File: src/hdl/smwr_pkg.sv
`default_nettype none
package smwr_pkg;

    localparam int TABLE_DEPTH = 4096;
    localparam int MASS_BITS   = 32;
    localparam int ADDR_W      = $clog2(TABLE_DEPTH);
    localparam int IDX_W       = ADDR_W + 1;
    localparam int CFG_W       = 13;

    localparam logic KIND_LOAD  = 1'b0;
    localparam logic KIND_QUERY = 1'b1;

    typedef logic [ADDR_W-1:0]    addr_t;
    typedef logic [IDX_W-1:0]     idx_t;
    typedef logic [MASS_BITS-1:0] mass_t;
    typedef logic [CFG_W-1:0]     cfg_t;

    // outcome of one window search, handed to the merge stage
    typedef struct packed {
        logic  valid;
        logic  hit;
        addr_t first;
        addr_t last;
        logic  last_window;
    } res_t;

    // one result request
    typedef struct packed {
        addr_t range_first;
        addr_t range_last;
        logic  found;
        logic  last_of_run;
    } rsp_t;

endpackage
`default_nettype wire

File: src/hdl/smwr_if.sv
`default_nettype none


interface smwr_rsp_if;
    logic                valid;
    logic                ready;
    smwr_pkg::addr_t     range_first;
    smwr_pkg::addr_t     range_last;
    logic                found;
    logic                last_of_run;

    modport source (output valid, range_first, range_last, found, last_of_run, input ready);
    modport sink   (input valid, range_first, range_last, found, last_of_run, output ready);
endinterface
`default_nettype wire

File: src/hdl/smwr_merge.sv
`default_nettype none
module smwr_merge
(
    input  logic            clk,
    input  logic            rst_n,
    input  smwr_pkg::res_t  res,
    output logic            merge_rdy,
    smwr_rsp_if.source      rsp
);

    logic            pv_reg, pv_next;
    smwr_pkg::addr_t pf_reg, pf_next;
    smwr_pkg::addr_t pl_reg, pl_next;
    logic            any_reg, any_next;

    smwr_pkg::rsp_t  q0_reg, q1_reg;
    logic            q0_valid_reg, q1_valid_reg;

    logic            take;
    logic            pop;
    logic            em0_v, em1_v;
    smwr_pkg::rsp_t  em0, em1;

    assign merge_rdy = !q0_valid_reg;
    assign take      = res.valid && merge_rdy;
    assign pop       = rsp.ready && q0_valid_reg;

    // pending range update and up to two emitted requests
    always_comb
    begin
        pv_next  = pv_reg;
        pf_next  = pf_reg;
        pl_next  = pl_reg;
        any_next = any_reg;
        em0_v    = 1'b0;
        em0      = '{range_first: pf_reg, range_last: pl_reg, found: 1'b1, last_of_run: 1'b0};

        if (res.hit)
        begin
            if (!pv_reg)
            begin
                pv_next = 1'b1;
                pf_next = res.first;
                pl_next = res.last;
            end
            else if (pl_reg > res.first)
            begin
                pl_next = res.last;
            end
            else
            begin
                em0_v    = 1'b1;
                any_next = 1'b1;
                pf_next  = res.first;
                pl_next  = res.last;
            end
        end

        em1_v = res.last_window && (pv_next || !any_next);
        if (pv_next)
        begin
            em1 = '{range_first: pf_next, range_last: pl_next, found: 1'b1, last_of_run: 1'b1};
        end
        else
        begin
            em1 = '{range_first: '0, range_last: '0, found: 1'b0, last_of_run: 1'b1};
        end

        if (res.last_window)
        begin
            pv_next  = 1'b0;
            pf_next  = '0;
            pl_next  = '0;
            any_next = 1'b0;
        end
    end

    always_ff @(posedge clk or negedge rst_n)
    begin
        if (!rst_n)
        begin
            pv_reg       <= 1'b0;
            pf_reg       <= '0;
            pl_reg       <= '0;
            any_reg      <= 1'b0;
            q0_valid_reg <= 1'b0;
            q1_valid_reg <= 1'b0;
        end
        else if (take)
        begin
            pv_reg  <= pv_next;
            pf_reg  <= pf_next;
            pl_reg  <= pl_next;
            any_reg <= any_next;
            if (em0_v)
            begin
                q0_valid_reg <= 1'b1;
                q1_valid_reg <= em1_v;
            end
            else
            begin
                q0_valid_reg <= em1_v;
                q1_valid_reg <= 1'b0;
            end
        end
        else if (pop)
        begin
            q0_valid_reg <= q1_valid_reg;
            q1_valid_reg <= 1'b0;
        end
    end

    always_ff @(posedge clk)
    begin
        if (take)
        begin
            q0_reg <= em0_v ? em0 : em1;
            q1_reg <= em1;
        end
        else if (pop)
        begin
            q0_reg <= q1_reg;
        end
    end

    assign rsp.valid       = q0_valid_reg;
    assign rsp.range_first = q0_reg.range_first;
    assign rsp.range_last  = q0_reg.range_last;
    assign rsp.found       = q0_reg.found;
    assign rsp.last_of_run = q0_reg.last_of_run;

endmodule
`default_nettype wire

File: src/flat_wrapper.sv
// flat-port wrapper written by rule: the top's interface ports become plain ports
module smwr_merge_flat 
  (clk, rst_n, res, merge_rdy, rsp_valid, rsp_range_first, rsp_range_last, rsp_found, rsp_last_of_run, rsp_ready);
  smwr_rsp_if rsp_i ();
  input  logic clk;
  input  logic rst_n;
  input  smwr_pkg::res_t res;
  output logic merge_rdy;
  output wire logic [$bits(rsp_i.valid)-1:0] rsp_valid;
  output wire logic [$bits(rsp_i.range_first)-1:0] rsp_range_first;
  output wire logic [$bits(rsp_i.range_last)-1:0] rsp_range_last;
  output wire logic [$bits(rsp_i.found)-1:0] rsp_found;
  output wire logic [$bits(rsp_i.last_of_run)-1:0] rsp_last_of_run;
  input wire logic [$bits(rsp_i.ready)-1:0] rsp_ready;
  assign rsp_valid = rsp_i.valid;
  assign rsp_range_first = rsp_i.range_first;
  assign rsp_range_last = rsp_i.range_last;
  assign rsp_found = rsp_i.found;
  assign rsp_last_of_run = rsp_i.last_of_run;
  assign rsp_i.ready = rsp_ready;
  smwr_merge u_core (.clk(clk), .rst_n(rst_n), .res(res), .merge_rdy(merge_rdy), .rsp(rsp_i));
endmodule
File: config.mk
export PLATFORM = sky130hd
export DESIGN_NAME = smwr_merge_flat
export DESIGN_NICKNAME = d
export VERILOG_FILES = /design/src/hdl/smwr_pkg.sv /design/src/hdl/smwr_if.sv /design/src/hdl/smwr_merge.sv /design/src/flat_wrapper.sv
export SDC_FILE = /design/constraint.sdc
export NUM_CORES = 1
export LEC_CHECK = 0
export ABC_AREA = 1
export CORE_AREA = 4 4 120 94
export DETAILED_ROUTE_END_ITERATION = 12
export DIE_AREA = 0 0 124 98
export DONT_BUFFER_PORTS = 1
export GPL_TIMING_DRIVEN = 0
export PLACE_DENSITY = 0.55
export SKIP_CTS_REPAIR_TIMING = 1
export SLEW_MARGIN = 40
export SYNTH_ARGS = -nofsm -noshare
export SYNTH_HDL_FRONTEND = slang
export SYNTH_SLANG_ARGS = --single-unit
export TNS_END_PERCENT = 50
File: constraint.sdc
create_clock -name clk -period 3.4 [get_ports clk]
set_input_delay 0.68 -clock clk [delete_from_list [all_inputs] [get_ports clk]]
set_output_delay 0.68 -clock clk [all_outputs]
set_load 0.005 [all_outputs]
==> impl_metrics.csv, run 1 <==
group,metric,value,unit
sta,maxSlewViolCount,0,
clock_tree,root_buffer,"clkbuf_16",
pwr,p_leak,0.00196,uW
synthesis,synth_most_common_cell,"nand2_1",
floorplan,die_h,98,um
synthesis,syn_inst,426,
cells_and_area,fin_nets,480,
synthesis,ys_top_cells_by_area,"edfxtp_1, dfrtp_1, nand2_1",
cells_and_area,fin_area,4510,um2
routing,via_per_inst,4.99,
setup_path,crit_start,"res[25]",
cells_and_area,largest_reg_flops,25,
sta,fmax,0.472,GHz
synthesis,yosys_warnings,0,
floorplan,num_rows,32,
synthesis,synth.avg_cell_area,9.29,um2
run,drv_cap,0,
routing,ant_nets,0,
grt,use_met2,0.248,
sta,holdWs,0.0237,ns
sta,hold_violations,0,
routing,finalWirelength,10.1,mm
grt,antenna_found_initial,0,
grt,grt_pass1_vias,2835,
cells_and_area,area_growth,13.9,%
setup_path,r2r_start,"u_core.pl_reg[11]",
grt,grtUsageTotal,0.177,
setup_path,cp-end-kind,"flop",
sta,clock_skew,0.00822,ns
worst_hold_path,min_path_type,"in2async",
setup_path,crit_fanout,10,
synthesis,async_reset_ff_frac,0.354,
routing,wire_per_inst,17.4,um
cells_and_area,diodes,0,
setup_path,cp_data_arrival_time,2.18,ns
grt,gr-usage-met1,0.254,
synthesis,synth_edf_count,51,
routing,first_pass_iters,6,
cells_and_area,drive_above_1_share,0.113,
grt,gr-usage-met3,0.0735,
synthesis,synthTopCellsByCount,"nand2_1, inv_1, edfxtp_1",
synthesis,synth_fp_nets,468,
clock_tree,tritoncts,"yes",
clock_tree,h-tree-depth,3,
routing,drc_errors,0,
placed_design,gp_congestion,0.788,
clock_tree,clock_latency,0.34,ns
clock_tree,cts_sinks,79,
floorplan,core_area,10000,um2
placed_design,port_buffers,0,
grt,grt_overflow_total,0,
placed_design,placed_area,4170,um2
synthesis,yosysSeqAreaShare,0.564,
synthesis,synthFlopType,"edfxtp_1",
clock_tree,cts_inserted_buffers,9,
sta,relSlewSlack,0.626,
floorplan,io_pins,58,
clock_tree,clock_path_buffers,2,
sta,period_share,0.623,
pwr,ir_drop,0.000260,V
cells_and_area,fillers,971,
sta,rsz0062_at_grt,"false",
routing,first_iter_violations,219,
synthesis,synthDistinctLibCells,26,
status,run_status,"completed",
setup_path,startpoint_type,"input port",
placed_design,pre_cts_ws,0.882,ns
floorplan,die_x,124,um
routing,num_vias,2889,
synthesis,synth-seq-cells,79,
synthesis,synthesis.area,3960,um2
placed_design,dpl.hpwl,7.02,mm
cells_and_area,fin_cells,579,
grt,grt_max_degree,35,
placed_design,dp_cells,563,
sta,fin_crit,2.12,ns
setup_path,path_class,"in2reg",
grt,grt_pass1_wl,16.0,mm
sta,finalSetupViolations,0,
sta,tightest_slew,0.559,ns
grt,top_usage_layer,"met1",
setup_path,required,3.46,ns
pwr,powerDensity,637,nW/um2
synthesis,synth_top_area_frac,0.387,
floorplan,start_util,0.394,
sta,worst_slack,1.28,ns
sta,tns,0,ns
clock_tree,clkSlewWorstSetupHoldPaths,0.06,ns
synthesis,synth_area_leader_cell,"edfxtp_1",
floorplan,die-area,12200,um2
## routing by layer
metal,vias to the layer above,routed length [um]
met4,0,95
met1,1360,4600
li1,1441,-
met3,8,851
met5,-,0
met2,80,4520
## through the flow
step                      total power, uW   util
after global placement               1760  0.411
after global routing                 3020  0.448
after CTS                            2900  0.448
after detailed placement             1790  0.415
final                                2870  0.448
after floorplan                      1640      -
## cells by family (layout without fill, tap and decap cells)
group | count (synthesis) | count (layout) | share of synthesized area
adder cells (fa/ha/maj) | 12 | 12 | 0.0379
AO/OA/AOI/OAI | 84 | 84 | 0.121
flip-flops | 79 | 79 | 0.564
AND/OR/NAND/NOR | 166 | 166 | 0.186
buffers and inverters | 85 | 102 | 0.0908
## power by group
part / switching, uW / internal, uW
Combinational: 326 / 158
Clock: 390 / 715
Sequential: 70.8 / 1210
## critical path, cell delays in order
cell	delay (ns)
buf_2	0.18
nor2_2	0.41
buf_2	0.36
clkbuf_1	0.45
a21oi_1	0.09
## final timing paths
path | to | cells after the start | slack (ns)
min in group clk | u_core.any_reg | 2 | 0.52
worst max-delay path | u_core.q1_reg[22] | 5 | 1.28
worst min register to register | u_core.any_reg | 2 | 0.52
worst min-delay path | u_core.pf_reg[4] | 0 | 0.02
max in group asynchronous | u_core.pl_reg[1] | 0 | 3.29
worst max register to register | u_core.rsp.range_last[4] | 12 | 1.31
## area by class of cell
cell class	count	area, um2	share of cell area
plain buffers	20	119	0.0264
clock buffers	10	229	0.0508
clock inverters	6	109	0.0242
inverters	65	244	0.0541
multi-input cells	262	1380	0.305
flip-flops and latches	79	2230	0.495
well taps	136	170	0.0378
repair buffers	1	27.5	0.00611
## cell usage in the layout (no fill, tap or decap), types with 2 or more instances in the layout
cell	n
inv_1	64
o211ai_1	12
edfxtp_1	51
nand3_2	2
buf_6	4
o21ai_0	17
clkbuf_1	7
nor2_1	27
o22ai_1	13
bufinv_16	3
dfrtp_1	28
clkinvlp_4	2
buf_2	8
clkbuf_16	9
nand2_1	94
nand2_2	13
ha_1	12
a21oi_1	29
nand3_1	25
o21ai_1	10
Power figures use the tool's default switching activity.
==> run 2, diff against run 1 <==
--- a/config.mk
+++ b/config.mk
@@ -11,7 +11,7 @@
 export DIE_AREA = 0 0 124 98
 export DONT_BUFFER_PORTS = 1
 export GPL_TIMING_DRIVEN = 0
-export PLACE_DENSITY = 0.55
+export PLACE_DENSITY = 0.57
 export SKIP_CTS_REPAIR_TIMING = 1
 export SLEW_MARGIN = 40
 export SYNTH_ARGS = -nofsm -noshare
==> constraint.sdc (replaced) <==
create_clock -name clk -period 1.86 [get_ports clk]
set_input_delay 0.372 -clock clk [delete_from_list [all_inputs] [get_ports clk]]
set_output_delay 0.372 -clock clk [all_outputs]
set_load 0.005 [all_outputs]
==> impl_metrics.csv, run 2 (synthesized netlist as in run 1, its figures left out) <==
group,metric,value,unit
routing,ant_nets,0,
placed_design,dpl.hpwl,7.13,mm
worst_hold_path,holdPathEnd,"u_core.pl_reg[9]",
cells_and_area,register_area,2230,um2
cells_and_area,fillers,906,
floorplan,core_area,10000,um2
setup_path,path_buf_inv,1,
cells_and_area,fin_cells,589,
grt,grt_pass1_vias,2916,
worst_hold_path,hold_start,"res[10]",
setup_path,r2r_start,"u_core.pl_reg[7]",
pwr,p_leak,0.00211,uW
sta,hold_violations,0,
clock_tree,clock_latency,0.34,ns
grt,top_usage_layer,"met2",
worst_hold_path,min_path_type,"in2reg",
pwr,powerDensity,1030,nW/um2
setup_path,rr_endpoint,"u_core.rsp.range_last[8]",
setup_path,cpPeakStageDelay,0.41,ns
setup_path,crit_family,"simple AND/OR/NAND/NOR gates",
routing,via_per_inst,5.00,
routing,first_iter_violations,158,
grt,grt_pass1_wl,16.1,mm
cells_and_area,multiInputGateArea,1680,um2
grt,gr-usage-met3,0.0695,
status,run_status,"finished with violations",
floorplan,die_h,98,um
cells_and_area,largest_reg_flops,25,
sta,tns,-6.48,ns
sta,period_share,1.12,
grt,grt_overflow_total,0,
floorplan,num_rows,32,
placed_design,port_buffers,0,
cells_and_area,final_cell_mix,"nand2_1, inv_1, edfxtp_1, dfrtp_1",
pwr,ir_drop,0.000520,V
clock_tree,clkSlewWorstSetupHoldPaths,0.06,ns
routing,first_pass_iters,4,
setup_path,cp-end-kind,"flop",
setup_path,path_cells,"ha_4 > nand4_1 > nor2_4 > nand2_2 > nand3_4 > nand2_4 > a21oi_4 > buf_6 > nand2_1 > o211ai_1",
clock_tree,clock_path_buffers,2,
grt,use_met2,0.262,
status,failed_checks,"setup timing",
worst_hold_path,min_delay_path_depth,2,
clock_tree,h-tree-depth,3,
setup_path,startpoint_type,"flop",
clock_tree,tritoncts,"yes",
setup_path,cp_data_arrival_time,2.24,ns
cells_and_area,diodes,0,
setup_path,crit_fanout,10,
clock_tree,root_buffer,"clkbuf_16",
cells_and_area,area_growth,24.2,%
setup_path,required,2.02,ns
grt,antenna_found_initial,0,
cells_and_area,drive_above_1_share,0.227,
cells_and_area,layout_commonest_cell,"nand2_1",
grt,grtUsageTotal,0.177,
grt,grt_max_degree,35,
routing,drc_errors,0,
clock_tree,cts_sinks,79,
clock_tree,cts_inserted_buffers,9,
setup_path,worst-r2r-cell-count,10,
placed_design,dp_cells,563,
sta,fmax,0.481,GHz
cells_and_area,fin_nets,490,
run,drv_cap,0,
sta,finalSetupViolations,46,
placed_design,gp_congestion,0.786,
grt,gr-usage-met1,0.245,
sta,fin_crit,2.08,ns
floorplan,die_x,124,um
sta,worst_slack,-0.220,ns
sta,maxSlewViolCount,0,
sta,tightest_slew,0.658,ns
sta,clock_skew,0.00939,ns
routing,wire_per_inst,18.0,um
floorplan,io_pins,58,
floorplan,start_util,0.394,
setup_path,rrSetupSlack,-0.22,ns
routing,num_vias,2943,
sta,relSlewSlack,0.561,
routing,finalWirelength,10.6,mm
setup_path,path_class,"reg2reg",
floorplan,die-area,12200,um2
sta,rsz0062_at_grt,"true",
setup_path,slowest_stage,"dfrtp_1",
==> run 2: worst reg2reg max path: cells and delay by family (launching register included) <==
| family | cells | cell delay, ns |
|---|---|---|
| AND/OR/NAND/NOR | 6 | 0.67 |
| flip-flops | 1 | 0.41 |
| AO/OA/AOI/OAI | 2 | 0.35 |
| adder cells (fa/ha/maj) | 1 | 0.28 |
| buffers and inverters | 1 | 0.19 |
==> run 2: worst max path at each step <==
stage	startpoint	to	slack (ns)	cells after the start
after floorplan	res[24]	u_core.rsp.range_first[1]	0.002	14
after global placement	res[25]	u_core.q1_reg[23]	-0.35	5
after detailed placement	res[25]	u_core.q1_reg[23]	-0.38	5
after CTS	u_core.pl_reg[5]	u_core.rsp.range_last[4]	-0.28	10
after global routing	u_core.pl_reg[0]	u_core.rsp.range_first[1]	-0.31	16
final	u_core.pl_reg[7]	u_core.rsp.range_last[8]	-0.22	10
==> run 2: cell type report <==
| class | instances | area share |
|---|---|---|
| tap | 136 | 0.0346 |
| buffer | 20 | 0.0331 |
| inverter | 65 | 0.0504 |
| timing repair buffer | 10 | 0.0321 |
| sequential | 79 | 0.454 |
| clock buffer | 15 | 0.0524 |
| clock inverter | 1 | 0.00102 |
| multi-input combinational | 263 | 0.342 |
==> run 2: per-stage QoR <==
stage | worst slack, ns | power (uW) | hold WS (ns) | area [um2] | utilization
after global placement | -0.347 | 3220 | 0.0783 | 4130 | 0.411
after global routing | -0.309 | 5350 | 0.237 | 4910 | 0.489
after detailed placement | -0.383 | 3270 | 0.0778 | 4170 | 0.415
after CTS | -0.276 | 4880 | -0.284 | 4430 | 0.441
final | -0.220 | 5060 | 0.240 | 4910 | 0.489
after floorplan | 0.00166 | 2990 | 0.0764 | 3960 | -
==> run 2: routing by layer <==
| metal | wire length, um | part of all wire |
|---|---|---|
| met1 | 4830 | 0.46 |
| met2 | 4900 | 0.46 |
| met4 | 92 | 0.0087 |
| met3 | 780 | 0.074 |
| met5 | 0 | 0 |
==> run 2: report_power, final <==
part	total, uW	internal [uW]	switching [uW]
registers	2360	2220	147
logic	1100	407	697
clock network	1590	941	653
==> run 3, diff against run 2 <==
--- a/config.mk
+++ b/config.mk
@@ -6,9 +6,9 @@
 export NUM_CORES = 1
 export LEC_CHECK = 0
 export ABC_AREA = 1
-export CORE_AREA = 4 4 120 94
+export CORE_AREA = 2 2 118 92
 export DETAILED_ROUTE_END_ITERATION = 12
-export DIE_AREA = 0 0 124 98
+export DIE_AREA = 0 0 120 94
 export DONT_BUFFER_PORTS = 1
 export GPL_TIMING_DRIVEN = 0
 export PLACE_DENSITY = 0.57
==> impl_metrics.csv, run 3 (synthesized netlist as in run 1, its figures left out) <==
group,metric,value,unit
grt,antenna_found_initial,0,
grt,top_usage_layer,"met2",
cells_and_area,largest_reg_flops,25,
floorplan,die_h,94,um
placed_design,gp_congestion,0.853,
setup_path,slowest_stage,"dfrtp_1",
pwr,powerDensity,1040,nW/um2
setup_path,startpoint_type,"flop",
pwr,p_total,5200,uW
grt,grt_overflow_total,0,
sta,fmax,0.479,GHz
clock_tree,root_buffer,"clkbuf_16",
cells_and_area,area_growth,26.2,%
floorplan,core_area,10000,um2
clock_tree,cts_inserted_buffers,9,
clock_tree,clock_latency,0.34,ns
floorplan,num_rows,32,
placed_design,dp_cells,563,
setup_path,crit_top_cell,"nand2_2",
sta,fin_crit,2.09,ns
setup_path,cpPeakStageDelay,0.40,ns
cells_and_area,final_util,0.497,
floorplan,die_x,120,um
setup_path,cp_data_arrival_time,2.18,ns
setup_path,cp-end-kind,"flop",
cells_and_area,fin_area,4990,um2
routing,first_iter_violations,196,
floorplan,io_pins,58,
placed_design,port_buffers,0,
clock_tree,tritoncts,"yes",
floorplan,die-area,11300,um2
clock_tree,clkSlewWorstSetupHoldPaths,0.06,ns
routing,ant_nets,0,
routing,wire_per_inst,18.3,um
sta,relSlewSlack,0.393,
clock_tree,clock_path_buffers,2,
worst_hold_path,min_delay_path_depth,2,
cells_and_area,final_cell_mix,"nand2_1, inv_1, edfxtp_1, dfrtp_1, nor2_1",
cells_and_area,drive_above_1_share,0.251,
floorplan,start_util,0.394,
cells_and_area,fin_nets,492,
routing,num_vias,3072,
cells_and_area,fin_cells,591,
routing,via_per_inst,5.20,
sta,tns,-7.82,ns
setup_path,path_cells,"ha_1 > nand4_1 > nor2_4 > nand4_4 > nand3_4 > nand2_4 > clkbuf_16 > nand2_2 > nand2_2 > nand3_1 > nand2_1",
grt,grt_pass1_wl,15.9,mm
sta,maxSlewViolCount,0,
routing,first_pass_iters,4,
run,drv_cap,0,
setup_path,worst-r2r-cell-count,11,
placed_design,placed_area,4170,um2
status,run_status,"finished with violations",
setup_path,rrSetupSlack,-0.23,ns
setup_path,required,1.95,ns
routing,finalWirelength,10.8,mm
setup_path,path_class,"reg2reg",
pwr,ir_drop,0.000713,V
grt,gr-usage-met3,0.0607,
placed_design,dpl.hpwl,6.98,mm
sta,clock_skew,0.00939,ns
sta,period_share,1.12,
grt,use_met2,0.288,
grt,grt_max_degree,35,
sta,tightest_slew,0.911,ns
cells_and_area,fillers,918,
pwr,p_leak,0.00212,uW
clock_tree,h-tree-depth,3,
setup_path,crit_fanout,5,
grt,grtUsageTotal,0.190,
status,failed_checks,"setup timing",
cells_and_area,diodes,0,
grt,gr-usage-met1,0.263,
sta,rsz0062_at_grt,"true",
grt,grt_pass1_vias,2885,
sta,worst_slack,-0.228,ns
clock_tree,cts_sinks,79,
sta,hold_violations,0,
worst_hold_path,min_path_type,"in2reg",
routing,drc_errors,0,
cells_and_area,layout_commonest_cell,"nand2_1",
sta,finalSetupViolations,57,
run 3: cell count changes in the layout (fill, tap and decap cells not counted), moves of 3 or more:
cell,delta
nand2_2,+5
nand3_4,+5
a21oi_1,-4
a21oi_2,+4
clkbuf_1,-4
nand2_4,-4
nand3_1,-4
o21ai_0,+4
buf_4,+3
clkinv_1,+3
o21ai_1,-3
run 3: worst paths after layout:
kind                             startpoint                   endpoint
setup reg to reg           u_core.pl_reg[6]  u_core.rsp.range_first[8]
setup / recovery           u_core.pl_reg[6]  u_core.rsp.range_first[8]
min in group asynchronous             rst_n        u_core.q1_valid_reg
hold reg to reg            u_core.q1_reg[1]           u_core.rsp.found
hold / removal                       res[6]           u_core.pl_reg[5]
max in group asynchronous             rst_n           u_core.pl_reg[1]
run 3: critical path, delay by kind of cell (launching register included):
| family | cells | cell delay (ns) |
|---|---|---|
| flops | 1 | 0.40 |
| buf+inv | 1 | 0.19 |
| simple gates | 9 | 0.94 |
| fa+ha+maj | 1 | 0.30 |
run 3: layout make-up:
type / count / area, um2 / share of cell area
sequential: 79 / 2230 / 0.447
multi-input combinational: 262 / 1730 / 0.347
inverter: 65 / 244 / 0.0489
clock buffer: 10 / 229 / 0.0459
timing repair buffer: 13 / 180 / 0.0361
tap: 136 / 170 / 0.0341
buffer: 20 / 155 / 0.0311
clock inverter: 6 / 51.3 / 0.0103
run 3: power by group:
| part | leakage (uW) | internal (uW) | switching, uW | total [uW] |
|---|---|---|---|---|
| Combinational | 0.00111 | 421 | 710 | 1130 |
| Clock | 0.000139 | 1020 | 687 | 1710 |
| Sequential | 0.000876 | 2220 | 147 | 2360 |
| Total | 0.00212 | 3660 | 1540 | 5200 |
run 3: per-layer routing:
metal / vias up / wire length [um] / part of all wire
met5: - / 0 / 0
met4: 0 / 136 / 0.013
met3: 12 / 811 / 0.075
met2: 94 / 5040 / 0.47
met1: 1498 / 4840 / 0.45
li1: 1468 / - / -
run 3: per-stage QoR:
stage          hold WS (ns)  setup WS (ns)
6_report              0.224         -0.228
5_1_grt               0.245         -0.325
4_1_cts              -0.288         -0.271
3_5_place_dp         0.0780         -0.386
3_3_place_gp         0.0781         -0.346
2_1_floorplan        0.0764        0.00166
